[src/sv/lhc_pkg.sv]
`default_nettype none

package lhc_pkg;

   localparam int KEY_W    = 64;
   localparam int HANDLE_W = 16;
   localparam int MODE_W   = 2;

   localparam logic [MODE_W-1:0] MODE_INSERT = 2'd0;
   localparam logic [MODE_W-1:0] MODE_REMOVE = 2'd1;
   localparam logic [MODE_W-1:0] MODE_EVICT  = 2'd2;

   typedef struct packed {
      logic [MODE_W-1:0]   mode;
      logic [HANDLE_W-1:0] file_handle;
      logic [KEY_W-1:0]    key;
   } req_type;

   typedef struct packed {
      logic                handle_valid;
      logic [HANDLE_W-1:0] handle_out;
      logic [KEY_W-1:0]    key_out;
      logic                stored;
   } rsp_type;

   typedef struct packed {
      logic [KEY_W-1:0]    key;
      logic [HANDLE_W-1:0] handle;
   } entry_type;

   typedef enum logic [3:0] {
      ST_IDLE,
      ST_INS_LINK,
      ST_INS_HEAD,
      ST_INS_BKT,
      ST_RM_WAIT,
      ST_RM_BKT,
      ST_UNLINK,
      ST_EV_WAIT,
      ST_EV_BKT,
      ST_RESP
   } state_type;

endpackage

`default_nettype wire

[src/sv/lhc_bucket_mod.sv]
`default_nettype none

module lhc_bucket_mod #(
   parameter int BUCKETS = 1024
) (
   input  wire logic                       clock,
   input  wire logic                       reset,
   input  wire logic                       start,
   input  wire logic [lhc_pkg::KEY_W-1:0]  key,
   output      logic                       done,
   output      logic [$clog2(BUCKETS)-1:0] bucket
);
   import lhc_pkg::*;

   localparam int  BW   = $clog2(BUCKETS);
   localparam bit  POW2 = (BUCKETS & (BUCKETS - 1)) == 0;

   generate
      if (POW2) begin : g_mask
         logic          done_ff;
         logic [BW-1:0] rem_ff;

         // A power-of-two bucket count is a plain mask of the low key bits.
         always_ff @(posedge clock) begin
            if (reset) begin
               done_ff <= 1'b0;
            end else if (start) begin
               done_ff <= 1'b1;
            end
            if (start) begin
               rem_ff <= key[BW-1:0];
            end
         end

         assign done   = done_ff;
         assign bucket = rem_ff;
      end else begin : g_recip
         localparam logic [31:0] RECIP = 32'((64'd1 << 32) / 64'(BUCKETS));

         logic              done_ff, done_in;
         logic [3:0]        cnt_ff, cnt_in;
         logic [KEY_W-1:0]  key_ff, key_in;
         logic [BW-1:0]     rem_ff, rem_in;
         logic [31:0]       part_ff, part_in;
         logic [31:0]       quot_ff, quot_in;
         logic [31:0]       part_next;
         logic [63:0]       prod;
         logic [47:0]       quot_bkt;
         logic [31:0]       diff;

         // Reduction 16 key bits at a time from the top down; for each digit
         // a reciprocal multiply estimates the quotient, then one subtraction fixes it.
         always_comb begin
            part_next = {16'(rem_ff), key_ff[KEY_W-1 -: 16]};
            prod      = {32'd0, part_next} * {32'd0, RECIP};
            quot_bkt  = {16'd0, quot_ff} * 48'(BUCKETS);
            diff      = part_ff - quot_bkt[31:0];
            done_in   = done_ff;
            cnt_in    = cnt_ff;
            key_in    = key_ff;
            rem_in    = rem_ff;
            part_in   = part_ff;
            quot_in   = quot_ff;
            if (start) begin
               done_in = 1'b0;
               cnt_in  = 4'd8;
               key_in  = key;
               rem_in  = '0;
            end else if (cnt_ff != '0) begin
               if (!cnt_ff[0]) begin
                  part_in = part_next;
                  quot_in = prod[63:32];
                  key_in  = {key_ff[KEY_W-17:0], 16'd0};
               end else begin
                  // The estimate is short by at most one, so one subtraction is enough.
                  if (diff >= 32'(BUCKETS)) begin
                     rem_in = BW'(diff - 32'(BUCKETS));
                  end else begin
                     rem_in = diff[BW-1:0];
                  end
                  if (cnt_ff == 4'd1) begin
                     done_in = 1'b1;
                  end
               end
               cnt_in = cnt_ff - 4'd1;
            end
         end

         always_ff @(posedge clock) begin
            if (reset) begin
               done_ff <= 1'b0;
               cnt_ff  <= '0;
            end else begin
               done_ff <= done_in;
               cnt_ff  <= cnt_in;
            end
            key_ff  <= key_in;
            rem_ff  <= rem_in;
            part_ff <= part_in;
            quot_ff <= quot_in;
         end

         assign done   = done_ff;
         assign bucket = rem_ff;
      end
   endgenerate

endmodule

`default_nettype wire

[config.mk]
export PLATFORM = sky130hd
export DESIGN_NAME = lhc_bucket_mod
export DESIGN_NICKNAME = d
export VERILOG_FILES = /design/src/sv/lhc_pkg.sv /design/src/sv/lhc_bucket_mod.sv
export SDC_FILE = /design/constraint.sdc
export NUM_CORES = 1
export LEC_CHECK = 0
export BUFFER_PORTS_ARGS = -buffer_cell sky130_fd_sc_hd__buf_2
export CELL_PAD_IN_SITES_DETAIL_PLACEMENT = 2
export CELL_PAD_IN_SITES_GLOBAL_PLACEMENT = 2
export CORE_UTILIZATION = 10
export DETAILED_ROUTE_END_ITERATION = 8
export HOLD_SLACK_MARGIN = 0.02
export PLACE_DENSITY_LB_ADDON = 0.1
export SLEW_MARGIN = 20
export SYNTH_ARGS = -nofsm -noshare
export SYNTH_HDL_FRONTEND = slang
export SYNTH_SLANG_ARGS = --single-unit
export TNS_END_PERCENT = 30
[constraint.sdc]
create_clock -name clock -period 1.08 [get_ports clock]
set_input_delay 0.216 -clock clock [delete_from_list [all_inputs] [get_ports clock]]
set_output_delay 0.216 -clock clock [all_outputs]
set_load 0.02 [all_outputs]
==> results.md <==
* CP Cell Sequence: buf_2
* Maximum VDD drop at 213.9 uV
* Mapped Cells at 12
* Synth Area per Inst at approximately 28 sq um
* Root Buffer: clkbuf_4
* Synth unique cells at 3
* Worst R2R Setup Slack at 510 ps
* Path depth of the worst reg2reg path at 1
* CTS tree: done
* Clk_skew at 0 ps
* Port Buffer Count at 23
* Cell family with most CP delay: flip-flops
* Yosys top cell area share at 0.9091
* DR WL/cell at 8.084 um
* Final period util at 0.9255
* Hold_sp: key[4]
* Total Nets Final at 107
* Crit-path max cell delay at 360 ps
* Clock buffer depth at 2
* Clock sink count at 11
* Hold Fails Final Rpt at 0
* N_diodes at 0
* #FFs+latches synth at 11
* Fmax at 1.000 GHz
* Layout cells sized above 1 at 0.6667
* Hold Path Stages at 1
* RSZ-0062 raised after global routing: no
* Critical path data arrival time at 780 ps
* CTS Buf Count at 3
* Synth warn at 0
* Global-route wire length before repair at roughly 960 um
* H-tree levels at 1
* Drt drc at 0
* Synthesis-to-finish area growth at 59.47%
* Grt ovf at 0
* Clock Pin Slew Worst Setup and Hold Paths at 70 ps
* Slew HR at 0.8329
* Vias at 224
* Pwr/cell area at 1661 mW/mm^2
* Router iterations before antenna repair at 2
* Initial antenna violation count at 0
* Post-CTS Hold Buffers at 0
* Min cycle time layout at ~1000 ps
* Dominant cells by area after synthesis: edfxtp_1, dfxtp_1, o21ba_1
* Core area at roughly 0.0031 sq mm
* Die extent in x at 59.48 um
* GRT Util Overall at 0.03899
* R2R Path Start: done
* Most area-hungry cell type in the Yosys netlist: edfxtp_1
* Synth Cell Area at 330.3 sq um
* Kind of critical path: flop to output port
* Hold WC Path Type: input port to flop
* Rows at 20
* GPL Wtd Cong at between 0.5 and 0.6
* Required @ worst endpoint at 860 ps
* Vias in the first global route at 245
* IO Pins at 78
* EDFF count, synth at 10
* Initial core utilization at 0.1065
* Critical-path maximum fanout at 1
* Reg2reg end: done
* Critical path buffer and inverter count at 1
* Largest net degree at the start of global routing at 12
* Asr flop ratio synth at 0
* Count leader, synth: edfxtp_1
* Status: completed
* Later-pin clock latency in the skew report at 260 ps
* Final Slew Violations at 0
* Final ANT Viol Nets at 0
* Setup TNS after final layout at 0 ps
* Top cells by count, synth: edfxtp_1, dfxtp_1, o21ba_1
* # resized after CTS at 0
* Part of the Yosys area used for sequential elements at 0.9697
* Routed wire length at 671 um
* Final core utilization at 0.1698
* Setup crit start kind: flop
* Die area at 0.003537 sq mm
* Die height at 59.48 um
* Post CTS Setup Buffer Count at 0
* Final setup viols at 0
* Max Cap Violations at 0
* Drt initial violations at 3
* Lkg Pwr at between 0.2 and 0.25 nW
* Main synth FF type: edfxtp_1
* Syn Nets at a little under 80
* Slowest cell on crit path: edfxtp_1
* Element type at the critical path end: output port
* DR vias/cell at 2.699
* Worst Tran Pin Value at 250.7 ps
* Hold path endpoint: bucket[4]
## kinds of logic after synthesis
logic type | Yosys count | synth area share
compound gates | 1 | 0.03030
flops | 11 | 0.9697
## routing by layer
layer  share of wire  GRT usage  routed length [um]
met5               0          0                   0
met1            0.29    0.02695                 196
met4           0.025    0.05102                  17
met2            0.59    0.07223                 398
met3           0.088    0.01092                  59
## how the worst max path moves through the flow
stage              start        end  slack [ps]  cells past startpoint
2_1_floorplan  bucket[0]  bucket[0]         410                      0
3_3_place_gp       start  bucket[0]         310                      1
6_report       bucket[9]  bucket[9]          80                      1
5_1_grt        bucket[9]  bucket[9]          30                      1
3_5_place_dp       start  bucket[2]         300                      1
4_1_cts        bucket[9]  bucket[9]          50                      1
## power by group
part / internal, mW / switching, mW / total (mW)
clock: 0.142 / 0.122 / 0.264
sequential: 0.500 / 0.00703 / 0.507
combinational: 0.0382 / 0.0651 / 0.103
total: 0.681 / 0.194 / 0.875
## flip-flops by register name, indices dropped and copies added, names as in the netlist
name    flops
bucket     10
done        1
## cell usage in the layout, fill, tap and decap left out, drive strengths merged
cell type / instances
buf: 23
edfxtp: 10
clkbuf: 4
o21ba: 1
dfxtp: 1
## per-stage QoR
stage	hold slack, ps	power (mW)	instance area (sq um)	setup WS [ps]	instances
floorplan	314.9	0.5655	330.3	414.5	12
global placement	393.2	0.6200	500.5	310.7	79
detailed placement	394.8	0.6226	500.5	297.4	79
CTS	114.5	0.8984	526.8	54.17	83
global route	115.0	0.9222	526.8	26.50	83
finish	129.7	0.8750	526.8	80.41	83
## cell type report
cell class,count,area [sq um]
fill,361,2576
tap,44,55.05
multi-input combinational,1,10.01
sequential,11,320.3
clock buffer,4,26.28
timing repair buffer,23,115.1
(Power assumes the default switching activity.)
